### config.mk
export PLATFORM = sky130hd
export DESIGN_NAME = msem_front_flat
export DESIGN_NICKNAME = d
export VERILOG_FILES = /design/src/mean_and_standard_error_top_macros.svh /design/src/msem_pkg.sv /design/src/msem_sample_if.sv /design/src/msem_front.sv /design/src/flat_wrapper.sv
export SDC_FILE = /design/constraint.sdc
export NUM_CORES = 1
export LEC_CHECK = 0
export BUFFER_PORTS_ARGS = -buffer_cell sky130_fd_sc_hd__buf_2
export CAP_MARGIN = 30
export CORE_MARGIN = 5
export CORE_UTILIZATION = 30
export DETAILED_ROUTE_END_ITERATION = 6
export PLACE_DENSITY = 0.47
export SLEW_MARGIN = 10
export SYNTH_ARGS = -nofsm -noshare
export SYNTH_HDL_FRONTEND = slang
export SYNTH_SLANG_ARGS = --single-unit
### constraint.sdc
create_clock -name clk -period 10.2 [get_ports clk]
set_clock_uncertainty 0.15 [all_clocks]
set_input_delay 0.51 -clock clk [delete_from_list [all_inputs] [get_ports clk]]
set_output_delay 0.51 -clock clk [all_outputs]
set_load 0.05 [all_outputs]
### src/mean_and_standard_error_top_macros.svh
// assertion macros shared by the mean and standard error block
`ifndef MEAN_AND_STANDARD_ERROR_TOP_MACROS_SVH
`define MEAN_AND_STANDARD_ERROR_TOP_MACROS_SVH

// same-cycle implication, clocked on clk, off during reset
`define MSEM_ASSERT_IMP(lbl, ante, cons) \
    lbl: assert property (@(posedge clk) disable iff (!rst_n) (ante) |-> (cons)) \
        else $error("msem assertion failed");

// next-cycle implication, clocked on clk, off during reset
`define MSEM_ASSERT_NXT(lbl, ante, cons) \
    lbl: assert property (@(posedge clk) disable iff (!rst_n) (ante) |=> (cons)) \
        else $error("msem assertion failed");

`endif

### src/msem_pkg.sv
// package: widths, status codes and the set summary type
`timescale 1ns / 1ps
package msem_pkg;

    localparam int MAX_SAMPLES = 1024;
    localparam int SAMPLE_W    = 16;
    localparam int CNT_W       = 11;
    localparam int SUM_W       = 27;
    localparam int SQS_W       = 41;
    localparam int MAG_W       = 26;
    localparam int DEN_W       = 30;
    localparam int PROD_W      = 52;
    localparam int ERR_W       = 16;
    localparam int STATUS_W    = 2;
    localparam int Q_DEPTH     = 2;
    localparam int Q_AW        = $clog2(Q_DEPTH);
    localparam int Q_CNT_W     = $clog2(Q_DEPTH + 1);

    typedef enum logic [STATUS_W-1:0] {
        STATUS_OK   = 2'd0,
        STATUS_FEW  = 2'd1,
        STATUS_MANY = 2'd2
    } status_t;

    typedef struct packed {
        logic [CNT_W-1:0]        n;
        logic signed [SUM_W-1:0] sum;
        logic [SQS_W-1:0]        sq;
        status_t                 status;
    } summary_t;

endpackage

### src/msem_sample_if.sv
// sample channel: valid, ready and one sample with its last flag
`timescale 1ns / 1ps
interface msem_sample_if import msem_pkg::*; ();
    logic                       valid;
    logic                       ready;
    logic signed [SAMPLE_W-1:0] sample;
    logic                       last;

    modport source (output valid, output sample, output last, input ready);
    modport sink   (input valid, input sample, input last, output ready);
endinterface

### src/msem_front.sv
// front part: accumulates count, sum and sum of squares, classifies each set
`timescale 1ns / 1ps
module msem_front import msem_pkg::*; (
    input  logic         clk,
    input  logic         rst_n,
    msem_sample_if.sink  samples,
    output logic         push,
    output summary_t     push_data,
    input  logic         full
);

    logic [CNT_W-1:0]        count_reg, count_next;
    logic signed [SUM_W-1:0] sum_reg, sum_next;
    logic [SQS_W-1:0]        sq_reg, sq_next;
    logic                    ovf_reg, ovf_next;

    logic                         accept;
    logic                         take;
    logic signed [2*SAMPLE_W-1:0] square;
    logic [CNT_W-1:0]             cnt_new;
    logic signed [SUM_W-1:0]      sum_new;
    logic [SQS_W-1:0]             sq_new;
    logic                         ovf_new;

    assign samples.ready = !full;
    assign accept        = samples.valid && samples.ready;

    always_comb
    begin
        take    = count_reg < CNT_W'(MAX_SAMPLES);
        square  = samples.sample * samples.sample;
        cnt_new = take ? count_reg + CNT_W'(1) : count_reg;
        sum_new = take ? sum_reg + SUM_W'(samples.sample) : sum_reg;
        sq_new  = take ? sq_reg + SQS_W'($unsigned(square)) : sq_reg;
        ovf_new = ovf_reg || !take;

        push_data.n   = cnt_new;
        push_data.sum = sum_new;
        push_data.sq  = sq_new;
        if (ovf_new)
            push_data.status = STATUS_MANY;
        else if (cnt_new < CNT_W'(2))
            push_data.status = STATUS_FEW;
        else
            push_data.status = STATUS_OK;

        push = accept && samples.last;

        count_next = count_reg;
        sum_next   = sum_reg;
        sq_next    = sq_reg;
        ovf_next   = ovf_reg;
        if (accept)
        begin
            if (samples.last)
            begin
                count_next = '0;
                sum_next   = '0;
                sq_next    = '0;
                ovf_next   = 1'b0;
            end
            else
            begin
                count_next = cnt_new;
                sum_next   = sum_new;
                sq_next    = sq_new;
                ovf_next   = ovf_new;
            end
        end
    end

    always_ff @(posedge clk or negedge rst_n)
    begin
        if (!rst_n)
        begin
            count_reg <= '0;
            sum_reg   <= '0;
            sq_reg    <= '0;
            ovf_reg   <= 1'b0;
        end
        else
        begin
            count_reg <= count_next;
            sum_reg   <= sum_next;
            sq_reg    <= sq_next;
            ovf_reg   <= ovf_next;
        end
    end

endmodule

### src/flat_wrapper.sv
// flat-port wrapper written by rule: the top's interface ports become plain ports
module msem_front_flat import msem_pkg::*;
  (clk, rst_n, push, push_data, full, samples_valid, samples_sample, samples_last, samples_ready);
  msem_sample_if samples_i ();
  input  logic clk;
  input  logic rst_n;
  output logic push;
  output summary_t push_data;
  input  logic full;
  input wire logic [$bits(samples_i.valid)-1:0] samples_valid;
  input wire logic [$bits(samples_i.sample)-1:0] samples_sample;
  input wire logic [$bits(samples_i.last)-1:0] samples_last;
  output wire logic [$bits(samples_i.ready)-1:0] samples_ready;
  assign samples_i.valid = samples_valid;
  assign samples_i.sample = samples_sample;
  assign samples_i.last = samples_last;
  assign samples_ready = samples_i.ready;
  msem_front u_core (.clk(clk), .rst_n(rst_n), .samples(samples_i), .push(push), .push_data(push_data), .full(full));
endmodule
==> metrics.txt, run 1 <==
Post-synth EDFFs=0; worst setup path start=samples_sample[4]; Max stage delay on crit path=550 ps; area of the multi-input gates=0.01239 sq mm; FILL cells=5527; crit share post-route=95.44%; post-DP HPWL=38090 um; TritonCTS clock tree=done; DRT antenna net count=0; die area=0.05789 sq mm; clock buffer depth=2; layout cells sized above 1=9.803%; HP Start=u_core.sq_reg[40]; clock latency at the later pin of the worst-skew pair=360 ps; final period demand of the worst path=9735 ps; relative slew slack=44.44%; synth warn=0; Vias=12740; initial antenna violation count=2; DRC violations left=0; top_reg_cell synth=dfrtp_1; Global Route Usage Sum=16.61%; async set-or-reset flop fraction in the synthesized netlist=100.0%; slowest cell on the critical path=fa_1; crit path kind=input port to primary output; #FFs+latches synth=80; row count=84; CP Capture Type=primary output; register area share after synthesis=12.55%; # nets final=2330; Sink Count=80; GPL Wtd Cong=0.8639; RSZ-0062 raised after global routing=false; CORE AREA=0.05266 sq mm; final cell count without fillers=2618; final instance area=0.01768 sq mm; total gr overflow=0; vias in the first global route=13500; post-synth top area share=29.99%; Placed Area=0.01735 sq mm; top cells by count, synth=inv_1 (365), fa_1 (239), nand2_1 (215), ha_1 (147), o21ai_0 (105); Cells after DPL=2598; hold crit path type=flip-flop to flip-flop; most used cell along the critical path=fa_1; status=completed; global-route wire length before repair=76420 um; TNS Setup=0 ps; die span in x=240.6 um; max reg flops=41; length of the first detailed-routing pass in iterations=5; fin. max-slew vios=0; Netlist Area Pre-Place=0.01595 sq mm; largest cells by area after synthesis=fa_1 (30%), dfrtp_1 (13%), ha_1 (12%); area growth from synthesis to layout=10.82%; H-tree lvl count=3; fmax=102.7 MHz; final setup fails=0; CP bufs+invs=5; Avg WL per Cell=17.73 um; actual slew at the worst max-slew pin=824.7 ps; WP data required=9540 ps; Worst setup SP type=input port; PortBufs=103; mean post-synth cell area=8.689 sq um; Critical R2R Launch=u_core.sum_reg[0]; critical-path maximum fanout=20; starting density of the core=30.30%; clk slew on worst S/H paths=70 ps; Die Span Y=240.6 um; cts bufs inserted=9; final hold viol count=0; final core utilization=33.57%; Via density=4.867; largest net degree at the start of global routing=68; cell taking the most area after synthesis=fa_1; Mapped Nets=2243; max cap viols=0; Cell variety after synth=85; clock root cell=clkbuf_16; CP arrival=9080 ps; Starting DRT DRC Count=682; routed wire length=46430 um; I/O pin count=104; Synth Instances=1836; most numerous cell in the Yosys netlist=inv_1; register area=0.002006 sq mm; CP top delay family=adder cells
[final timing paths]
kind | end | slack [ps] | cells after the start
min in group asynchronous | u_core.sq_reg[27] | 510 | 2
setup reg to reg | u_core.sum_reg[18] | 6500 | 11
hold reg to reg | u_core.sq_reg[40] | 350 | 2
setup / recovery | push_data[26] | 460 | 30
max in group asynchronous | u_core.count_reg[10] | 8220 | 3
hold / removal | u_core.sq_reg[40] | 350 | 2
[layout by cell type, fill, tap and decap left out, types with 14 or more instances in the layout]
master and instances:
and2_1 39, dfrtp_1 79, nor2_1 89, xor2_1 34
a22o_1 39, nor3_1 22, xnor2_1 75, buf_2 102
nand2_1 214, a21o_1 37, ha_1 147, nand3_1 18
fa_1 239, o21ai_0 105, and3_1 14, a21oi_1 62
inv_1 365, nor2b_1 14, buf_4 23
[per-layer routing]
layer / GRT usage [%] / wire length [um]
met1: 25.10 / 23240
met2: 25.88 / 20470
met3: 2.354 / 2213
met4: 2.562 / 497
met5: 0 / 10
[cells by family (layout without fill, tap and decap cells)]
logic type	after synthesis	after routing	synth area share, %
and+or+nand+nor	464	464	13.37
AOI/OAI and AO/OA	368	368	15.98
adders and majority gates	386	386	41.52
DFF	80	80	12.55
other	0	2	0
muxes	10	10	0.6981
buffers and inverters	419	511	9.890
xor gates and xnor gates	109	109	5.984
[stage by stage]
| stage | hold slack [ps] | setup slack, ps |
|---|---|---|
| after floorplan | 64.41 | 782.9 |
| after global placement | 318.8 | 466.8 |
| after detailed placement | 332.4 | 392.9 |
| after CTS | 351.7 | 328.9 |
| after global routing | 383.1 | 95.48 |
| final | 351.6 | 464.7 |
[worst register-to-register path: stages (launching register included)]
cell	delay, ps
dfrtp_1	400
ha_1	240
fa_1	460
a211oi_1	320
and4bb_2	310
o311ai_4	420
a21boi_1	140
o21ai_0	380
a21oi_1	180
a31oi_1	250
xor2_1	210
o21ai_0	120
[layout make-up]
| cell class | instances | share of cell area [%] |
|---|---|---|
| Antenna cell | 2 | 0.02831 |
| Sequential cell | 80 | 11.35 |
| Multi-Input combinational cell | 1337 | 70.11 |
| Clock buffer | 10 | 1.352 |
| Clock inverter | 6 | 0.2902 |
| Timing Repair Buffer | 129 | 4.232 |
| Tap cell | 688 | 4.869 |
| Inverter | 366 | 7.771 |
[what timing repair did]
item,CTS,global route
hold endpoints to repair,30,0
setup buffers,0,1
resized for setup,0,1
hold buffers,1,0
endpoints found under the setup margin,0,4
Power of run 1 is not shown: default switching activity piles up to over one toggle a cycle in this logic, so the estimate is an artifact.
==> inputs of run 2 (changes only) <==
- MAX_ROUTING_LAYER: not set -> met4
==> metrics.txt, run 2 (synthesis gave the netlist of run 1 again) <==
CORE AREA=0.05266 sq mm (unchanged); hold crit path type=flip-flop to flip-flop; Die Span Y=240.6 um (unchanged); Via density=4.832 (-0.71%); status=completed; Max stage delay on crit path=590 ps (+40 ps); clock root cell=clkbuf_16; crit share post-route=94.35% (-1.1 points); slowest cell on the critical path=fa_1; layout cells sized above 1=9.751% (-0.052 points); most frequent cells in the layout=inv_1 (365), fa_1 (239), nand2_1 (214); Vias=12650 (-0.71%); Global Route Usage Sum=17.04% (+0.43 points); critical-path maximum fanout=15 (-25%); PortBufs=103 (unchanged); largest net degree at the start of global routing=92 (+35%); starting density of the core=30.30% (unchanged); max cap viols=0 (unchanged); DRC violations left=0 (unchanged); TritonCTS clock tree=done; final hold viol count=0 (unchanged); row count=84 (unchanged); routed wire length=46550 um (+0.27%); commonest non-fill, non-tap cell in the layout=inv_1; FILL cells=5524 (-0.054%); Critical R2R Launch=u_core.sum_reg[0]; relative slew slack=41.27% (-3.2 points); vias in the first global route=13360 (-1.1%); die area=0.05789 sq mm (unchanged); GPL Wtd Cong=0.8992 (+4.1%); length of the first detailed-routing pass in iterations=5 (unchanged); Sink Count=80 (unchanged); Avg WL per Cell=17.78 um (+0.27%); global-route wire length before repair=75860 um (-0.73%); worst setup path start=samples_sample[11]; HP Start=u_core.ovf_reg; # nets final=2330 (unchanged); I/O pin count=104 (unchanged); DRT antenna net count=0 (unchanged); WP data required=9540 ps (about the same); Starting DRT DRC Count=896 (+31%); cts bufs inserted=9 (unchanged); CP arrival=8960 ps (-120 ps); max reg flops=41 (unchanged); TNS Setup=0 ps (unchanged); actual slew at the worst max-slew pin=881.0 ps (+56.31 ps); H-tree lvl count=3 (unchanged); clock buffer depth=2 (unchanged); CP Capture Type=primary output; die span in x=240.6 um (unchanged); post-DP HPWL=38110 um (about the same); Worst setup SP type=input port; clk slew on worst S/H paths=70 ps (about the same); most used cell along the critical path=fa_1; fin. max-slew vios=0 (unchanged); crit path kind=input port to primary output; area growth from synthesis to layout=11.06%; fmax=103.9 MHz (+1.2%); final setup fails=0 (unchanged); clock latency at the later pin of the worst-skew pair=360 ps (about the same); RSZ-0062 raised after global routing=false; initial antenna violation count=2 (unchanged); total gr overflow=0 (unchanged); final period demand of the worst path=9624 ps (-111.8 ps)
-- run 2: changes by cell type in the layout (fill, tap and decap cells not counted), sizes merged --
| cell | change |
|---|---|
| clkinvlp | -2 |
| inv | +1 |
| bufinv | +2 |
| buf | -1 |
-- run 2: metal layers --
metal / GRT usage, % / part of all wire, % / up-vias
li1: - / - / 6117
met1: 24.74 / 49 / 6242
met2: 25.82 / 45 / 253
met3: 2.468 / 4.6 / 38
met4: 2.854 / 1.4 / 0
met5: - / 0 / -
-- run 2: area by class of cell --
type                       instances  area [sq um]  area share, %
inverter                         366          1374          7.754
timing repair buffer             129         758.2          4.280
tap                              688         860.8          4.859
multi-input combinational       1337         12390          69.92
clock inverter                     7         101.3         0.5720
antenna                            2         5.005        0.02825
clock buffer                       9         225.2          1.271
sequential                        80          2006          11.32
-- run 2: timing repair --
action                                  CTS  global route
endpoints found under the setup margin    0             3
setup buffers                             0             1
resized for setup                         0             1
endpoints found under the hold margin    30             0
hold buffers                              1             0
-- run 2: critical path: cells and delay by family --
family                   cells  cell delay, ps
AO/OA/AOI/OAI               11            2490
adder cells (fa/ha/maj)      8            3910
buffers and inverters        5             780
AND/OR/NAND/NOR              5            1230
-- run 2: final timing paths --
path / end / slack, ps / cells after the start
setup / recovery: push_data[32] / 580 / 29
hold / removal: u_core.ovf_reg / 330 / 2
setup reg to reg: u_core.sum_reg[18] / 6500 / 11
hold reg to reg: u_core.ovf_reg / 330 / 2
max in group asynchronous: u_core.sum_reg[9] / 8290 / 3
min in group asynchronous: u_core.sq_reg[31] / 480 / 2
-- run 2: through the flow --
step	utilization, %	setup slack, ps	instances	hold slack [ps]	cell area [sq um]
final	33.65	576.5	2618	332.2	17720
after floorplan	-	782.9	1836	64.41	15950
after detailed placement	32.96	430.9	2598	322.0	17350
after global placement	32.87	464.0	2596	318.0	17310
after global routing	33.65	126.5	2618	349.8	17720
after CTS	33.59	397.0	2615	339.8	17690
Power of run 2 is left out for the same reason.
