### config.mk
export PLATFORM = sky130hd
export DESIGN_NAME = msem_queue
export DESIGN_NICKNAME = d
export VERILOG_FILES = /design/src/msem_pkg.sv /design/src/msem_queue.sv
export VERILOG_INCLUDE_DIRS = /design/src /design/src/src
export SDC_FILE = /design/constraint.sdc
export NUM_CORES = 1
export LEC_CHECK = 0
export BUFFER_PORTS_ARGS = -buffer_cell sky130_fd_sc_hd__buf_2
export CORE_ASPECT_RATIO = 1.5
export CORE_MARGIN = 2
export CORE_UTILIZATION = 56
export DETAILED_ROUTE_END_ITERATION = 10
export MAX_ROUTING_LAYER = met4
export PLACE_DENSITY = 0.87
export SLEW_MARGIN = 10
export SYNTH_ARGS = -nofsm -noshare
export SYNTH_HDL_FRONTEND = slang
export SYNTH_SLANG_ARGS = --single-unit
export TNS_END_PERCENT = 20
### constraint.sdc
create_clock -name clk -period 9.46 [get_ports clk]
set_input_delay 0.473 -clock clk [delete_from_list [all_inputs] [get_ports clk]]
set_output_delay 0.473 -clock clk [all_outputs]
set_load 0.05 [all_outputs]
### src/mean_and_standard_error_top_macros.svh
// assertion macros shared by the mean and standard error block
`ifndef MEAN_AND_STANDARD_ERROR_TOP_MACROS_SVH
`define MEAN_AND_STANDARD_ERROR_TOP_MACROS_SVH

// same-cycle implication, clocked on clk, off during reset
`define MSEM_ASSERT_IMP(lbl, ante, cons) \
    lbl: assert property (@(posedge clk) disable iff (!rst_n) (ante) |-> (cons)) \
        else $error("msem assertion failed");

// next-cycle implication, clocked on clk, off during reset
`define MSEM_ASSERT_NXT(lbl, ante, cons) \
    lbl: assert property (@(posedge clk) disable iff (!rst_n) (ante) |=> (cons)) \
        else $error("msem assertion failed");

`endif

### src/msem_pkg.sv
// package: widths, status codes and the set summary type
`timescale 1ns / 1ps
package msem_pkg;

    localparam int MAX_SAMPLES = 1024;
    localparam int SAMPLE_W    = 16;
    localparam int CNT_W       = 11;
    localparam int SUM_W       = 27;
    localparam int SQS_W       = 41;
    localparam int MAG_W       = 26;
    localparam int DEN_W       = 30;
    localparam int PROD_W      = 52;
    localparam int ERR_W       = 16;
    localparam int STATUS_W    = 2;
    localparam int Q_DEPTH     = 2;
    localparam int Q_AW        = $clog2(Q_DEPTH);
    localparam int Q_CNT_W     = $clog2(Q_DEPTH + 1);

    typedef enum logic [STATUS_W-1:0] {
        STATUS_OK   = 2'd0,
        STATUS_FEW  = 2'd1,
        STATUS_MANY = 2'd2
    } status_t;

    typedef struct packed {
        logic [CNT_W-1:0]        n;
        logic signed [SUM_W-1:0] sum;
        logic [SQS_W-1:0]        sq;
        status_t                 status;
    } summary_t;

endpackage

### src/msem_queue.sv
// short queue of set summaries between front and back
`timescale 1ns / 1ps
`include "mean_and_standard_error_top_macros.svh"
module msem_queue import msem_pkg::*; (
    input  logic     clk,
    input  logic     rst_n,
    input  logic     push,
    input  summary_t push_data,
    output logic     full,
    input  logic     pop,
    output summary_t pop_data,
    output logic     empty
);

    summary_t            slot_reg [Q_DEPTH];
    logic [Q_AW-1:0]     wr_ptr_reg, wr_ptr_next;
    logic [Q_AW-1:0]     rd_ptr_reg, rd_ptr_next;
    logic [Q_CNT_W-1:0]  cnt_reg, cnt_next;

    assign full     = cnt_reg == Q_CNT_W'(Q_DEPTH);
    assign empty    = cnt_reg == '0;
    assign pop_data = slot_reg[rd_ptr_reg];

    always_comb
    begin
        wr_ptr_next = wr_ptr_reg;
        rd_ptr_next = rd_ptr_reg;
        cnt_next    = cnt_reg;
        if (push)
            wr_ptr_next = (wr_ptr_reg == Q_AW'(Q_DEPTH - 1)) ? '0 : wr_ptr_reg + Q_AW'(1);
        if (pop)
            rd_ptr_next = (rd_ptr_reg == Q_AW'(Q_DEPTH - 1)) ? '0 : rd_ptr_reg + Q_AW'(1);
        if (push && !pop)
            cnt_next = cnt_reg + Q_CNT_W'(1);
        else if (pop && !push)
            cnt_next = cnt_reg - Q_CNT_W'(1);
    end

    always_ff @(posedge clk)
    begin
        if (push)
            slot_reg[wr_ptr_reg] <= push_data;
    end

    always_ff @(posedge clk or negedge rst_n)
    begin
        if (!rst_n)
        begin
            wr_ptr_reg <= '0;
            rd_ptr_reg <= '0;
            cnt_reg    <= '0;
        end
        else
        begin
            wr_ptr_reg <= wr_ptr_next;
            rd_ptr_reg <= rd_ptr_next;
            cnt_reg    <= cnt_next;
        end
    end

    // front must hold off while the queue is full, back must not pop it empty
    `MSEM_ASSERT_IMP(a_no_push_full, push, !full || pop)
    `MSEM_ASSERT_IMP(a_no_pop_empty, pop, !empty)
    `MSEM_ASSERT_NXT(a_push_fills, push && !pop, cnt_reg != '0)

endmodule

==> run_results.csv, run 1 <==
group,metric,value,unit
clock_network,cts_setup_buffers,0,
routing,drt_wl_total,11.1,mm
routing,first_pass_iters,4,
yosys,syn_inst,268,
yosys,seq_area_frac_synth,77.2,%
layout,area_growth,22.6,%
sta,slew_violations,0,
sta,rsz0062_at_grt,"no",
yosys,synth-seq-cells,166,
routing,drc,0,
yosys,synth_top_cell_area_share,75.6,%
sta,period_share,33.3,%
critical_path,rr_endpoint,"slot_reg[0][52]",
critical_path,rrSetupSlack,7.14,ns
floorplanning,die_area,12400,sq um
yosys,syn_avg_cell_area,24.0,sq um
floorplanning,die_w,91.5,um
floorplanning,row_count,47,
clock_network,clk_pin_slew,0.06,ns
routing,wl_met2,6.36,mm
critical_path,crit_chain,"buf_4 > mux2_4 > buf_2",
floorplanning,coreArea,11100,sq um
layout,largest_reg_flops,162,
yosys,synth_nets,354,
placed_design,io_buffers,167,
critical_path,cp_slowest_stage_delay,0.90,ns
outcome,status,"finished, final reports clean",
critical_path,r2r-start,"wr_ptr_reg",
layout,final_nets,534,
layout,stdcell_area,7880,sq um
floorplanning,die_h,135,um
hold_path,min-delay-start,"push_data[47]",
clock_network,ctsHtreeMaxLevel,4,
sta,hold_violations,0,
global_routing,grt_usage,18.8,%
sta,timing.slew.headroom,27.0,%
critical_path,crit_cells,3,
global_routing,grt_overflow_total,0,
critical_path,worst-setup-path-type,"reg -> out",
global_routing,grt_max_degree,82,
clock_network,clkLatencyLatePin,0.41,ns
sta,setup_tns,0,ns
sta,clock_skew,0.00773,ns
global_routing,grt_pass1_vias,3259,
yosys,yosysWarnings,0,
hold_path,hold_depth,1,
sta,tightest_slew,1.09,ns
sta,post-route-min-period,3.15,ns
pwr,power.density,362,nW/um^2
global_routing,grt_pass1_wl,16.5,mm
layout,layout_commonest_cell,"buf_2",
yosys,synth_area_leader_cell,"edfxtp_1",
critical_path,required,8.99,ns
yosys,synth_area_leaders,"edfxtp_1 (76%), mux2_4 (18%), buf_12 (2.5%), dfrtp_1 (1.6%), xor2_1 (0.54%)",
global_routing,antenna_found_initial,3,
clock_network,clk_path_buf_depth,2,
pwr,p_leak,3.21,nW
placed_design,dp_hpwl,7.46,mm
clock_network,cts_tree,"yes",
critical_path,path_buf_inv,2,
clock_network,cts.sinks,166,
yosys,syn_area,6430,sq um
critical_path,cp-end-kind,"output port",
critical_path,reg2regPathDepth,2,
critical_path,worstPathArrival,2.68,ns
layout,drive_above_1_share,61.6,%
floorplanning,io_pins,168,
routing,dr_wl_met3,547,um
critical_path,critPathTopFamily,"buffers and inverters",
yosys,ys_types,13,
clock_network,numCtsBuffers,17,
flow_run,max_cap_violations,0,
critical_path,worst_path_max_delay_cell,"dfrtp_4",
routing,routedWlPerCell,18.2,um
critical_path,critPathLaunchType,"register",
routing,m1WireLength,3.95,mm
clock_network,cts_resized,0,
sta,fmax,317,MHz
routing,vias,3056,
floorplanning,start_util,57.9,%
hold_path,worstHoldPathType,"in -> reg",
routing,highest_layer,"met4",
routing,avgViaCountPerCell,5.00,
layout,final_cell_count_no_fill,611,
layout,fill_cells,709,
placed_design,placed_cells,575,
clock_network,cts_root_buf,"clkbuf_16",
routing,drtIter0Drc,143,
placed_design,place.gp.congestion,0.733,
routing,postRouteAntennaNets,0,
sta,setup_viol,0,
pwr,peakVddDrop,0.307,mV
pwr,total_power,0.00285,W
hold_path,hold_end,"slot_reg[0][47]",
layout,final_cell_mix,"buf_2 (167), edfxtp_1 (162), mux2_4 (79)",
placed_design,placed_area,7310,sq um
critical_path,crit_fanout,43,
==> Yosys cell counts <==
library cell / n
nor2b_1: 2
nor2_1: 2
mux2_4: 79
buf_12: 8
xnor2_1: 1
mux2_2: 2
inv_1: 1
xor2_1: 4
and2_1: 1
edfxtp_1: 162
buf_6: 1
ha_1: 1
dfrtp_1: 4
==> timing repair <==
action | CTS | global route
hold endpoints to repair | 4 | 0
hold buffers | 1 | 0
endpoints found under the setup margin | 0 | 0
==> where the power goes <==
part | total [W] | switching (W) | internal (W)
clock network | 0.000636 | 0.000272 | 0.000364
registers | 0.00107 | 0.0000871 | 0.000980
logic | 0.00115 | 0.000772 | 0.000374
total | 0.00285 | 0.00113 | 0.00172
==> worst max-delay path by stage <==
| stage | endpoint | from | slack, ns |
|---|---|---|---|
| floorplan | slot_reg[0][0] | push | 4.92 |
| global placement | pop_data[77] | rd_ptr_reg | 6.75 |
| detailed placement | pop_data[38] | rd_ptr_reg | 6.72 |
| CTS | pop_data[38] | rd_ptr_reg | 6.25 |
| global route | pop_data[38] | rd_ptr_reg | 6.19 |
| finish | pop_data[68] | rd_ptr_reg | 6.31 |
==> worst reg2reg max path, delay by kind of cell (launching register included) <==
family	cells	cell delay (ns)
and+or+nand+nor	1	0.85
buffers and inverters	1	0.67
DFF	1	0.43
==> cell families after synthesis <==
| kind of cell | share of synthesized area (%) |
|---|---|
| adder cells (fa/ha/maj) | 0.195 |
| AND/OR/NAND/NOR | 0.409 |
| flip-flops | 77.2 |
| XOR/XNOR | 0.681 |
| multiplexers | 18.8 |
| buffers and inverters | 2.72 |
==> layout make-up <==
class                   count  area [sq um]  share of cell area, %
flip-flops and latches    166          4970                   63.0
multi-input cells          92          1300                   16.5
repair buffers            170           861                   10.9
clock buffers              18           429                   5.44
well taps                 147           184                   2.33
clock inverters            14           128                   1.62
diodes                      3          7.51                 0.0952
inverters                   1          3.75                 0.0476
==> through the flow <==
stage,worst slack (ns),hold WS (ns),utilization (%)
floorplan,4.92,0.177,-
global placement,6.75,0.281,65.8
detailed placement,6.72,0.284,65.8
CTS,6.25,0.225,70.9
global route,6.19,0.226,70.9
finish,6.31,0.245,70.9
==> metal layers <==
metal,vias to the layer above,GRT usage (%)
met4,0,9.34
li1,1428,-
met2,100,32.4
met1,1508,19.3
met3,20,5.79
met5,-,-
No activity file was read; power rests on OpenSTA's default activity.
==> run 2: changes to the inputs <==
CORE_UTILIZATION = 47   (was 56)
PLACE_DENSITY = 0.78   (was 0.87)
clock period = 2.7 ns   (was 9.46 ns; I/O delays follow)
==> run_results.csv, run 2 (synthesized netlist as in run 1, its figures left out) <==
group,metric,value,unit
critical_path,rrSetupSlack,1.06,ns
layout,largest_reg_flops,162,
routing,drtIter0Drc,146,
floorplanning,row_count,52,
sta,holdWs,0.0625,ns
sta,period_share,87.1,%
global_routing,grt_usage,17.9,%
clock_network,cts.sinks,166,
layout,area_growth,38.0,%
sta,clock_skew,0.00937,ns
floorplanning,die_w,99.5,um
sta,fmax,425,MHz
critical_path,critPathTopFamily,"flip-flops",
floorplanning,io_pins,168,
critical_path,crit_chain,"buf_4 > mux2_4 > buf_2",
critical_path,worst-setup-path-type,"reg -> out",
sta,setup_viol,0,
sta,hold_violations,0,
clock_network,hold_buffers,84,
placed_design,post-place-ws,0.785,ns
layout,final_cell_mix,"buf_2 (167), edfxtp_1 (162), dlygate4sd3_1 (84)",
floorplanning,coreArea,13400,sq um
critical_path,crit_fanout,37,
hold_path,worstHoldPathType,"in -> async",
critical_path,worstPathArrival,2.22,ns
clock_network,cts_root_buf,"clkbuf_16",
critical_path,required,2.57,ns
critical_path,crit_start,"rd_ptr_reg",
routing,drc,0,
layout,final_util,66.2,%
clock_network,clk_pin_slew,0.06,ns
sta,slew_violations,0,
critical_path,reg2regPathDepth,2,
clock_network,cts_resized,0,
global_routing,grt_pass1_wl,19.0,mm
critical_path,critPathLaunchType,"register",
sta,tightest_slew,0.696,ns
placed_design,placed_cells,594,
pwr,p_leak,3.63,nW
layout,final_cell_count_no_fill,712,
clock_network,cts_tree,"yes",
critical_path,crit_cells,3,
routing,vias,3422,
placed_design,dp_hpwl,7.51,mm
floorplanning,die_area,14700,sq um
clock_network,cts_setup_buffers,0,
global_routing,grt_pass1_vias,3781,
global_routing,antenna_found_initial,2,
routing,avgViaCountPerCell,4.81,
placed_design,place.gp.congestion,0.741,
sta,timing.slew.headroom,53.6,%
clock_network,clk_path_buf_depth,2,
global_routing,grt_overflow_total,0,
floorplanning,die_h,147,um
outcome,status,"finished, final reports clean",
routing,drt_wl_total,12.6,mm
layout,final_nets,621,
routing,postRouteAntennaNets,0,
routing,routedWlPerCell,17.7,um
sta,layout_setup_ws,0.349,ns
floorplanning,start_util,48.0,%
flow_run,max_cap_violations,0,
clock_network,clkLatencyLatePin,0.41,ns
pwr,peakVddDrop,0.678,mV
critical_path,rr_endpoint,"slot_reg[1][45]",
critical_path,crit_end,"pop_data[70]",
routing,first_pass_iters,4,
global_routing,grt_max_degree,82,
sta,rsz0062_at_grt,"no",
critical_path,cp_slowest_stage_delay,0.88,ns
layout,layout_commonest_cell,"buf_2",
critical_path,cp-end-kind,"output port",
clock_network,ctsHtreeMaxLevel,4,
layout,fill_cells,917,
critical_path,path_buf_inv,2,
layout,drive_above_1_share,52.0,%
critical_path,worst_path_max_delay_cell,"dfrtp_4",
sta,post-route-min-period,2.35,ns
critical_path,r2r-start,"wr_ptr_reg",
pwr,power.density,1180,nW/um^2
clock_network,numCtsBuffers,17,
placed_design,io_buffers,167,
run 2: changes by cell type in the layout (fill, tap and decap cells not counted), moves of 3 or more:
| cell | delta |
|---|---|
| buf_12 | +3 |
| bufinv_16 | +4 |
| clkinv_1 | +3 |
| dlygate4sd3_1 | +83 |
run 2: worst min path at each step:
| stage | endpoint | slack, ns | cells after the start |
|---|---|---|---|
| floorplan | cnt_reg[0] | -0.16 | 0 |
| global placement | cnt_reg[1] | -0.05 | 1 |
| detailed placement | cnt_reg[0] | -0.05 | 1 |
| CTS | cnt_reg[0] | 0.05 | 2 |
| global route | cnt_reg[0] | 0.05 | 2 |
| finish | cnt_reg[0] | 0.06 | 2 |
run 2: layer usage:
| metal | track usage (%) | share of wire (%) |
|---|---|---|
| met1 | 18.1 | 37 |
| met2 | 31.7 | 55 |
| met3 | 3.85 | 4.3 |
| met4 | 9.66 | 3.5 |
| met5 | - | 0 |
run 2: power breakdown:
part	switching (W)	internal (W)	total, W
registers	0.000293	0.00343	0.00372
logic	0.00278	0.00145	0.00423
clock network	0.000920	0.00163	0.00255
run 2: area by class of cell:
cell class,instances,area [sq um],share of cell area [%]
Antenna cell,2,5.00,0.0564
Clock buffer,18,429,4.84
Clock inverter,14,204,2.30
Inverter,1,3.75,0.0423
Multi-Input combinational cell,92,1300,14.7
Sequential cell,166,4970,56.0
Tap cell,162,203,2.28
Timing Repair Buffer,257,1760,19.8
run 2: per-stage QoR:
stage	area [sq um]	power, W	TNS [ns]
finish	8870	0.0105	0
global route	8870	0.0109	0
CTS	8870	0.0106	0
detailed placement	7390	0.00792	0
global placement	7390	0.00785	0
floorplan	6440	0.00732	-4.75
