<file path="src/mean_and_standard_error_top_macros.svh">
// assertion macros shared by the mean and standard error block
`ifndef MEAN_AND_STANDARD_ERROR_TOP_MACROS_SVH
`define MEAN_AND_STANDARD_ERROR_TOP_MACROS_SVH

// same-cycle implication, clocked on clk, off during reset
`define MSEM_ASSERT_IMP(lbl, ante, cons) \
    lbl: assert property (@(posedge clk) disable iff (!rst_n) (ante) |-> (cons)) \
        else $error("msem assertion failed");

// next-cycle implication, clocked on clk, off during reset
`define MSEM_ASSERT_NXT(lbl, ante, cons) \
    lbl: assert property (@(posedge clk) disable iff (!rst_n) (ante) |=> (cons)) \
        else $error("msem assertion failed");

`endif

</file>
<file path="src/msem_pkg.sv">
// package: widths, status codes and the set summary type
`timescale 1ns / 1ps
package msem_pkg;

    localparam int MAX_SAMPLES = 1024;
    localparam int SAMPLE_W    = 16;
    localparam int CNT_W       = 11;
    localparam int SUM_W       = 27;
    localparam int SQS_W       = 41;
    localparam int MAG_W       = 26;
    localparam int DEN_W       = 30;
    localparam int PROD_W      = 52;
    localparam int ERR_W       = 16;
    localparam int STATUS_W    = 2;
    localparam int Q_DEPTH     = 2;
    localparam int Q_AW        = $clog2(Q_DEPTH);
    localparam int Q_CNT_W     = $clog2(Q_DEPTH + 1);

    typedef enum logic [STATUS_W-1:0] {
        STATUS_OK   = 2'd0,
        STATUS_FEW  = 2'd1,
        STATUS_MANY = 2'd2
    } status_t;

    typedef struct packed {
        logic [CNT_W-1:0]        n;
        logic signed [SUM_W-1:0] sum;
        logic [SQS_W-1:0]        sq;
        status_t                 status;
    } summary_t;

endpackage

</file>
<file path="src/msem_result_if.sv">
// result channel: valid, ready and one result of a set
`timescale 1ns / 1ps
interface msem_result_if import msem_pkg::*; ();
    logic                       valid;
    logic                       ready;
    logic signed [SAMPLE_W-1:0] mean_value;
    logic [ERR_W-1:0]           std_error;
    logic [STATUS_W-1:0]        status;
    logic [CNT_W-1:0]           sample_count;

    modport source (output valid, output mean_value, output std_error, output status,
                    output sample_count, input ready);
    modport sink   (input valid, input mean_value, input std_error, input status,
                    input sample_count, output ready);
endinterface

</file>
<file path="src/msem_back.sv">
// back part: mean division, variance products, division and square root
`timescale 1ns / 1ps
`include "mean_and_standard_error_top_macros.svh"
module msem_back import msem_pkg::*; (
    input  logic          clk,
    input  logic          rst_n,
    input  logic          empty,
    input  summary_t      pop_data,
    output logic          pop,
    msem_result_if.source results
);

    localparam int NN_W        = 2 * CNT_W;
    localparam int DENF_W      = NN_W + CNT_W;
    localparam int STEP_W      = $clog2(PROD_W + 1);
    localparam int SQRT_STEPS  = PROD_W / 2;

    typedef enum logic [2:0] {
        ST_IDLE,
        ST_MUL1,
        ST_MUL2,
        ST_SUB,
        ST_DIVM,
        ST_DIVS,
        ST_SQRT,
        ST_OUT
    } state_t;

    state_t                  state_reg, state_next;
    logic [CNT_W-1:0]        n_reg, n_next;
    logic                    neg_reg, neg_next;
    logic [MAG_W-1:0]        mag_reg, mag_next;
    logic [SQS_W-1:0]        sq_reg, sq_next;
    status_t                 status_reg, status_next;
    logic [PROD_W-1:0]       nsq_reg, nsq_next;
    logic [PROD_W-1:0]       s1sq_reg, s1sq_next;
    logic [NN_W-1:0]         nn_reg, nn_next;
    logic [DEN_W-1:0]        den_reg, den_next;
    logic [PROD_W-1:0]       num_reg, num_next;
    logic [PROD_W-1:0]       dvd_reg, dvd_next;
    logic [DEN_W-1:0]        dvs_reg, dvs_next;
    logic [DEN_W-1:0]        rem_reg, rem_next;
    logic [PROD_W-1:0]       root_reg, root_next;
    logic [PROD_W-1:0]       bit_reg, bit_next;
    logic [STEP_W-1:0]       cnt_reg, cnt_next;
    logic signed [SAMPLE_W-1:0] mean_reg, mean_next;
    logic [ERR_W-1:0]        err_reg, err_next;

    logic                    out_valid_reg, out_valid_next;
    logic signed [SAMPLE_W-1:0] out_mean_reg, out_mean_next;
    logic [ERR_W-1:0]        out_err_reg, out_err_next;
    logic [STATUS_W-1:0]     out_status_reg, out_status_next;
    logic [CNT_W-1:0]        out_count_reg, out_count_next;

    // one restoring divide step
    logic [DEN_W:0]          trial;
    logic                    div_ge;
    logic [DEN_W-1:0]        div_rem;
    logic [PROD_W-1:0]       div_dvd;
    // one square root step
    logic [PROD_W:0]         sq_sum;
    logic                    sq_ge;
    logic [PROD_W-1:0]       sq_v;
    logic [PROD_W-1:0]       sq_root;
    logic [MAG_W-1:0]        quo_mean;
    logic [DENF_W-1:0]       den_full;

    assign results.valid        = out_valid_reg;
    assign results.mean_value   = out_mean_reg;
    assign results.std_error    = out_err_reg;
    assign results.status       = out_status_reg;
    assign results.sample_count = out_count_reg;

    always_comb
    begin
        trial   = {rem_reg, dvd_reg[PROD_W-1]};
        div_ge  = trial >= {1'b0, dvs_reg};
        div_rem = div_ge ? DEN_W'(trial - {1'b0, dvs_reg}) : trial[DEN_W-1:0];
        div_dvd = {dvd_reg[PROD_W-2:0], div_ge};

        sq_sum  = {1'b0, root_reg} + {1'b0, bit_reg};
        sq_ge   = {1'b0, dvd_reg} >= sq_sum;
        sq_v    = sq_ge ? PROD_W'({1'b0, dvd_reg} - sq_sum) : dvd_reg;
        sq_root = sq_ge ? (root_reg >> 1) + bit_reg : root_reg >> 1;

        quo_mean = div_dvd[MAG_W-1:0];
        den_full = DENF_W'(nn_reg) * DENF_W'(n_reg - CNT_W'(1));
    end

    always_comb
    begin
        state_next      = state_reg;
        n_next          = n_reg;
        neg_next        = neg_reg;
        mag_next        = mag_reg;
        sq_next         = sq_reg;
        status_next     = status_reg;
        nsq_next        = nsq_reg;
        s1sq_next       = s1sq_reg;
        nn_next         = nn_reg;
        den_next        = den_reg;
        num_next        = num_reg;
        dvd_next        = dvd_reg;
        dvs_next        = dvs_reg;
        rem_next        = rem_reg;
        root_next       = root_reg;
        bit_next        = bit_reg;
        cnt_next        = cnt_reg;
        mean_next       = mean_reg;
        err_next        = err_reg;
        out_valid_next  = out_valid_reg && !results.ready;
        out_mean_next   = out_mean_reg;
        out_err_next    = out_err_reg;
        out_status_next = out_status_reg;
        out_count_next  = out_count_reg;
        pop             = 1'b0;

        case (state_reg)
            ST_IDLE:
            begin
                if (!empty)
                begin
                    pop         = 1'b1;
                    n_next      = pop_data.n;
                    neg_next    = pop_data.sum < 0;
                    mag_next    = MAG_W'(pop_data.sum < 0 ? -pop_data.sum : pop_data.sum);
                    sq_next     = pop_data.sq;
                    status_next = pop_data.status;
                    state_next  = ST_MUL1;
                end
            end
            ST_MUL1:
            begin
                nsq_next   = PROD_W'(n_reg) * PROD_W'(sq_reg);
                nn_next    = NN_W'(n_reg) * NN_W'(n_reg);
                state_next = ST_MUL2;
            end
            ST_MUL2:
            begin
                s1sq_next  = PROD_W'(mag_reg) * PROD_W'(mag_reg);
                den_next   = den_full[DEN_W-1:0];
                state_next = ST_SUB;
            end
            ST_SUB:
            begin
                num_next = nsq_reg - s1sq_reg;
                err_next = '0;
                if (n_reg == '0)
                begin
                    // empty set: mean is zero, nothing to divide
                    mean_next  = '0;
                    state_next = ST_OUT;
                end
                else
                begin
                    dvd_next   = {mag_reg, {(PROD_W - MAG_W){1'b0}}};
                    dvs_next   = DEN_W'(n_reg);
                    rem_next   = '0;
                    cnt_next   = STEP_W'(MAG_W);
                    state_next = ST_DIVM;
                end
            end
            ST_DIVM:
            begin
                dvd_next = div_dvd;
                rem_next = div_rem;
                cnt_next = cnt_reg - STEP_W'(1);
                if (cnt_reg == STEP_W'(1))
                begin
                    mean_next = neg_reg ? SAMPLE_W'(~quo_mean[SAMPLE_W-1:0] + SAMPLE_W'(1))
                                        : SAMPLE_W'(quo_mean[SAMPLE_W-1:0]);
                    // an overrun set still reports the spread of its kept samples
                    if (n_reg >= CNT_W'(2))
                    begin
                        dvd_next   = num_reg;
                        dvs_next   = den_reg;
                        rem_next   = '0;
                        cnt_next   = STEP_W'(PROD_W);
                        state_next = ST_DIVS;
                    end
                    else
                    begin
                        state_next = ST_OUT;
                    end
                end
            end
            ST_DIVS:
            begin
                dvd_next = div_dvd;
                rem_next = div_rem;
                cnt_next = cnt_reg - STEP_W'(1);
                if (cnt_reg == STEP_W'(1))
                begin
                    root_next  = '0;
                    bit_next   = PROD_W'(1) << (PROD_W - 2);
                    cnt_next   = STEP_W'(SQRT_STEPS);
                    state_next = ST_SQRT;
                end
            end
            ST_SQRT:
            begin
                dvd_next  = sq_v;
                root_next = sq_root;
                bit_next  = bit_reg >> 2;
                cnt_next  = cnt_reg - STEP_W'(1);
                if (cnt_reg == STEP_W'(1))
                begin
                    err_next   = sq_root[ERR_W-1:0];
                    state_next = ST_OUT;
                end
            end
            ST_OUT:
            begin
                if (!out_valid_reg || results.ready)
                begin
                    out_valid_next  = 1'b1;
                    out_mean_next   = mean_reg;
                    out_err_next    = err_reg;
                    out_status_next = status_reg;
                    out_count_next  = n_reg;
                    state_next      = ST_IDLE;
                end
            end
            default:
            begin
                state_next = ST_IDLE;
            end
        endcase
    end

    always_ff @(posedge clk or negedge rst_n)
    begin
        if (!rst_n)
        begin
            state_reg      <= ST_IDLE;
            out_valid_reg  <= 1'b0;
            n_reg          <= '0;
            neg_reg        <= 1'b0;
            mag_reg        <= '0;
            sq_reg         <= '0;
            status_reg     <= STATUS_OK;
            nsq_reg        <= '0;
            s1sq_reg       <= '0;
            nn_reg         <= '0;
            den_reg        <= '0;
            num_reg        <= '0;
            dvd_reg        <= '0;
            dvs_reg        <= '0;
            rem_reg        <= '0;
            root_reg       <= '0;
            bit_reg        <= '0;
            cnt_reg        <= '0;
            mean_reg       <= '0;
            err_reg        <= '0;
            out_mean_reg   <= '0;
            out_err_reg    <= '0;
            out_status_reg <= '0;
            out_count_reg  <= '0;
        end
        else
        begin
            state_reg      <= state_next;
            out_valid_reg  <= out_valid_next;
            n_reg          <= n_next;
            neg_reg        <= neg_next;
            mag_reg        <= mag_next;
            sq_reg         <= sq_next;
            status_reg     <= status_next;
            nsq_reg        <= nsq_next;
            s1sq_reg       <= s1sq_next;
            nn_reg         <= nn_next;
            den_reg        <= den_next;
            num_reg        <= num_next;
            dvd_reg        <= dvd_next;
            dvs_reg        <= dvs_next;
            rem_reg        <= rem_next;
            root_reg       <= root_next;
            bit_reg        <= bit_next;
            cnt_reg        <= cnt_next;
            mean_reg       <= mean_next;
            err_reg        <= err_next;
            out_mean_reg   <= out_mean_next;
            out_err_reg    <= out_err_next;
            out_status_reg <= out_status_next;
            out_count_reg  <= out_count_next;
        end
    end

    // a set with fewer than two samples never reports a nonzero error
    `MSEM_ASSERT_IMP(a_few_err_zero, out_valid_reg && (out_status_reg == STATUS_FEW), out_err_reg == '0)
    // square root only runs for sets with at least two samples
    `MSEM_ASSERT_IMP(a_sqrt_two_min, state_reg == ST_SQRT, n_reg >= CNT_W'(2))
    // a new result only comes out of the output state
    `MSEM_ASSERT_IMP(a_load_from_out, $rose(out_valid_reg), $past(state_reg) == ST_OUT)

endmodule

</file>
<file path="src/flat_wrapper.sv">
// flat-port wrapper written by rule: the top's interface ports become plain ports
module msem_back_flat import msem_pkg::*;
  (clk, rst_n, empty, pop_data, pop, results_valid, results_mean_value, results_std_error, results_status, results_sample_count, results_ready);
  msem_result_if results_i ();
  input  logic clk;
  input  logic rst_n;
  input  logic empty;
  input  summary_t pop_data;
  output logic pop;
  output wire logic [$bits(results_i.valid)-1:0] results_valid;
  output wire logic [$bits(results_i.mean_value)-1:0] results_mean_value;
  output wire logic [$bits(results_i.std_error)-1:0] results_std_error;
  output wire logic [$bits(results_i.status)-1:0] results_status;
  output wire logic [$bits(results_i.sample_count)-1:0] results_sample_count;
  input wire logic [$bits(results_i.ready)-1:0] results_ready;
  assign results_valid = results_i.valid;
  assign results_mean_value = results_i.mean_value;
  assign results_std_error = results_i.std_error;
  assign results_status = results_i.status;
  assign results_sample_count = results_i.sample_count;
  assign results_i.ready = results_ready;
  msem_back u_core (.clk(clk), .rst_n(rst_n), .empty(empty), .pop_data(pop_data), .pop(pop), .results(results_i));
endmodule
</file>
<file path="config.mk">
export PLATFORM = sky130hd
export DESIGN_NAME = msem_back_flat
export DESIGN_NICKNAME = d
export VERILOG_FILES = /design/src/msem_pkg.sv /design/src/msem_result_if.sv /design/src/msem_back.sv /design/src/flat_wrapper.sv
export VERILOG_INCLUDE_DIRS = /design/src /design/src/src
export SDC_FILE = /design/constraint.sdc
export NUM_CORES = 2
export LEC_CHECK = 0
export BUFFER_PORTS_ARGS = -buffer_cell sky130_fd_sc_hd__clkbuf_2
export CELL_PAD_IN_SITES_DETAIL_PLACEMENT = 0
export CELL_PAD_IN_SITES_GLOBAL_PLACEMENT = 1
export CORE_MARGIN = 4
export CORE_UTILIZATION = 47
export CTS_BUF_LIST = sky130_fd_sc_hd__clkbuf_8
export CTS_CLUSTER_DIAMETER = 40
export CTS_CLUSTER_SIZE = 14
export DETAILED_ROUTE_END_ITERATION = 12
export HOLD_SLACK_MARGIN = 0.03
export PLACE_DENSITY = 0.83
export REMOVE_ABC_BUFFERS = 1
export SYNTH_ARGS = -nofsm -noshare
export SYNTH_HDL_FRONTEND = slang
export SYNTH_SLANG_ARGS = --single-unit
</file>
<file path="constraint.sdc">
create_clock -name clk -period 8.4 [get_ports clk]
set_clock_uncertainty 0.1 [all_clocks]
set_input_delay 0.42 -clock clk [delete_from_list [all_inputs] [get_ports clk]]
set_output_delay 0.42 -clock clk [all_outputs]
set_load 0.05 [all_outputs]
</file>
==> impl_metrics.py <==
metrics = {
    "cells_and_area": {
        "area_growth_pct": 9.20,
        "fillers": 15200,
        "drive_above_1_share_pct": 7.54,
        "fin_nets": 10700,
        "final_cell_mix": "1398 x nand2_1, 1383 x inv_1, 1192 x fa_1, 617 x ha_1, 559 x o21ai_0",
        "mostFrequentLayoutCell": "nand2_1",
        "finish.utilization_pct": 51.8,
    },
    "clock_network": {
        "cts_buffer_depth": 3,
        "ctsRootBufferMaster": "clkbuf_8",
        "clk_pin_slew_ps": 60,
        "htree_levels": 3,
        "clkSinkCount": 564,
        "clkLatencyLatePin_ps": 860,
        "cts_tree": "yes",
        "cts_made_buffers": 112,
    },
    "die": {
        "die_width_um": 416,
        "rows": 149,
        "coreArea_um2": 165000,
        "die_area_um2": 173000,
        "fp.dieH_um": 416,
        "num_io_pins": 132,
        "initial_core_util_pct": 47.4,
    },
    "detailed_routing": {
        "wirelength_um": 204000,
        "avgViaCountPerCell": 5.41,
        "wl_per_cell_um": 18.3,
        "drt_first_pass_iters": 6,
        "vias": 60300,
        "initialDrtViolationCount": 3948,
        "antenna_left": 0,
        "drc": 0,
    },
    "critical_path": {
        "worstPathMaxFanout": 9,
        "critPathSlowestCell": "xnor2_1",
        "cp_common_cell": "fa_1",
        "setup.worst_path.class": "reg2reg",
        "slowest_delay_ps": 670,
        "crit_path_end_kind": "flop",
        "startpoint_type": "flop",
        "reg2reg_depth": 30,
        "critical_path_arrival_ps": 8610,
        "critPathRequiredTime_ps": 9010,
    },
    "power": {
        "comb_power_share_pct": 3.8,
        "seqPwrFrac_pct": 43.4,
        "p_leak_uw": 0.0422,
        "power.internal_uw": 4600,
        "clockPowerShare_pct": 52.8,
        "switchingPower_uw": 1680,
        "total_power_uw": 6280,
        "switching_share_pct": 26.7,
        "power.density_nw_per_um2": 73.4,
        "ir_drop_uv": 99.1,
    },
    "yosys": {
        "netlist_instances": 8721,
        "synth_compound_area_share_pct": 12.3,
        "synth_edf_count": 0,
        "yosys_warnings": 0,
        "synth-xor-area-share_pct": 4.75,
        "synth-seq-cells": 564,
        "async_flop_share_pct": 100,
        "synth-adder-area-share_pct": 40.3,
        "netlist_area_um2": 78400,
        "synthFlopType": "dfrtp_1",
        "synth_cell_types": 99,
        "synth_area_leaders": "fa_1 30%, dfrtp_1 18%, ha_1 9.8%",
        "muxShareOfSynthArea_pct": 1.34,
        "syn_area_per_cell_um2": 8.99,
        "synth_simple_gate_area_share_pct": 14.7,
        "yosysTopAreaCell": "fa_1",
        "ys_seq_area_share_pct": 18.0,
        "synth_top_family_by_area": "adder cells",
        "synth_top_area_share_pct": 30.4,
    },
    "sta": {
        "fmax_mhz": 125,
        "slew_viol_final": 0,
        "setup_violations": 0,
        "hold_slack_ps": 82.0,
        "grt_setup_unrepaired": "false",
        "fin_crit_sh_pct": 95.2,
        "hold_viol": 0,
        "slew_headroom_pct": 12.9,
        "fin_crit_ps": 8000,
        "worst_pin_slew_ps": 1310,
    },
    "grt": {
        "antenna_found_initial": 7,
        "grt_pass1_wl_um": 335000,
        "first_global_vias": 63000,
        "overflow": 0,
        "grt_usage_pct": 23.9,
        "grt_max_degree": 147,
    },
    "flow_run": {
        "maxCapViolations": 0,
    },
    "worst_hold_path": {
        "hold_depth": 3,
        "hold_class": "in2reg",
    },
    "place": {
        "gp_congestion": 0.917,
        "numPortBuffers": 131,
        "hpwlAfterDp_um": 161000,
    },
    "run_status": {
        "status": "completed",
    },
}
## kinds of logic (layout without fill, tap and decap cells)
group | Yosys count | in the layout
AO/OA/AOI/OAI | 1521 | 1521
buffers and inverters | 1786 | 2001
adder cells (fa/ha/maj) | 1809 | 1809
other | 2 | 18
XOR/XNOR | 425 | 425
multiplexers | 97 | 97
flip-flops | 564 | 564
AND/OR/NAND/NOR | 2517 | 2517
## final timing paths
kind	from	end	slack (ps)
worst max register to register	u_core.n_reg[2]	u_core.den_reg[29]	400
min in group asynchronous	rst_n	u_core.dvd_reg[34]	510
worst max-delay path	u_core.n_reg[2]	u_core.den_reg[29]	400
max in group asynchronous	rst_n	u_core.nsq_reg[46]	5880
worst min-delay path	pop_data[73]	u_core.n_reg[3]	80
worst min register to register	u_core.status_reg[1]	u_core.status_reg[1]	380
## power by group through the flow
stage,Sequential (uW),Combinational [uW],Clock [uW]
after floorplan,2780,80.0,0
after global placement,2780,193,0
after detailed placement,2780,198,0
after CTS,2730,241,3410
after global routing,2730,270,3540
final,2730,237,3310
## stage by stage
stage,setup WS (ps),cells,area (um^2),TNS [ps]
2_1_floorplan,-833,8330,76900,-3620
3_3_place_gp,-125,10800,81600,-142
3_5_place_dp,-174,10800,81600,-278
4_1_cts,92.2,11100,85400,0
5_1_grt,0.941,11100,85600,0
6_report,403,11100,85600,0
## synth_stat cells (15+ instances only)
library cell / count
fa_1: 1192
and3_1: 38
o31ai_1: 42
nor2_1: 261
buf_1: 15
nor2b_1: 68
nand2_1: 1400
xnor2_1: 208
a221oi_1: 28
nand2b_1: 59
xor2_1: 217
o21a_1: 37
or3_1: 26
a222oi_1: 26
mux2i_1: 31
nor3_1: 49
clkbuf_1: 368
inv_1: 1379
o21bai_1: 50
ha_1: 617
a22o_1: 28
mux2_2: 66
o21ai_0: 560
o211ai_1: 23
and2_1: 429
a21o_1: 150
a211oi_1: 27
a21oi_1: 272
o21ai_1: 44
nand4_1: 45
nand3_1: 73
o311ai_0: 19
a31oi_1: 66
dfrtp_1: 564
## layer usage
| layer | up-vias | global-route usage (%) | routed length (um) |
|---|---|---|---|
| li1 | 28200 | - | - |
| met1 | 30200 | 32.1 | 88300 |
| met2 | 1498 | 39.7 | 96900 |
| met3 | 388 | 3.32 | 10700 |
| met4 | 2 | 8.67 | 7920 |
| met5 | - | 0 | 13 |
## critical path, delay by kind of cell, from the launching register on
family                     cells  cell delay (ps)
adders and majority gates      8             3150
AOI/OAI and AO/OA              9             1910
and+or+nand+nor                5              870
xor gates and xnor gates       2              860
buffers and inverters          6              610
DFF                            1              400
## cell type report
| type | count | area (um^2) | share of cell area [%] |
|---|---|---|---|
| antenna | 4 | 10.0 | 0.0117 |
| sequential | 564 | 14100 | 16.5 |
| inverter | 1383 | 5200 | 6.07 |
| clock inverter | 83 | 995 | 1.16 |
| multi-input combinational | 6383 | 57700 | 67.4 |
| timing repair buffer | 411 | 3110 | 3.63 |
| tap | 2189 | 2740 | 3.20 |
| clock buffer | 124 | 1710 | 1.99 |
## what timing repair did
item | 4_1_cts | 5_1_grt
pin swaps | 0 | 2
hold buffers | 104 | 1
endpoints found under the setup margin | 3 | 9
hold endpoints to repair | 156 | 1
buffers inserted | 0 | 10
resized for setup | 10 | 27
(Power assumes the default switching activity.)
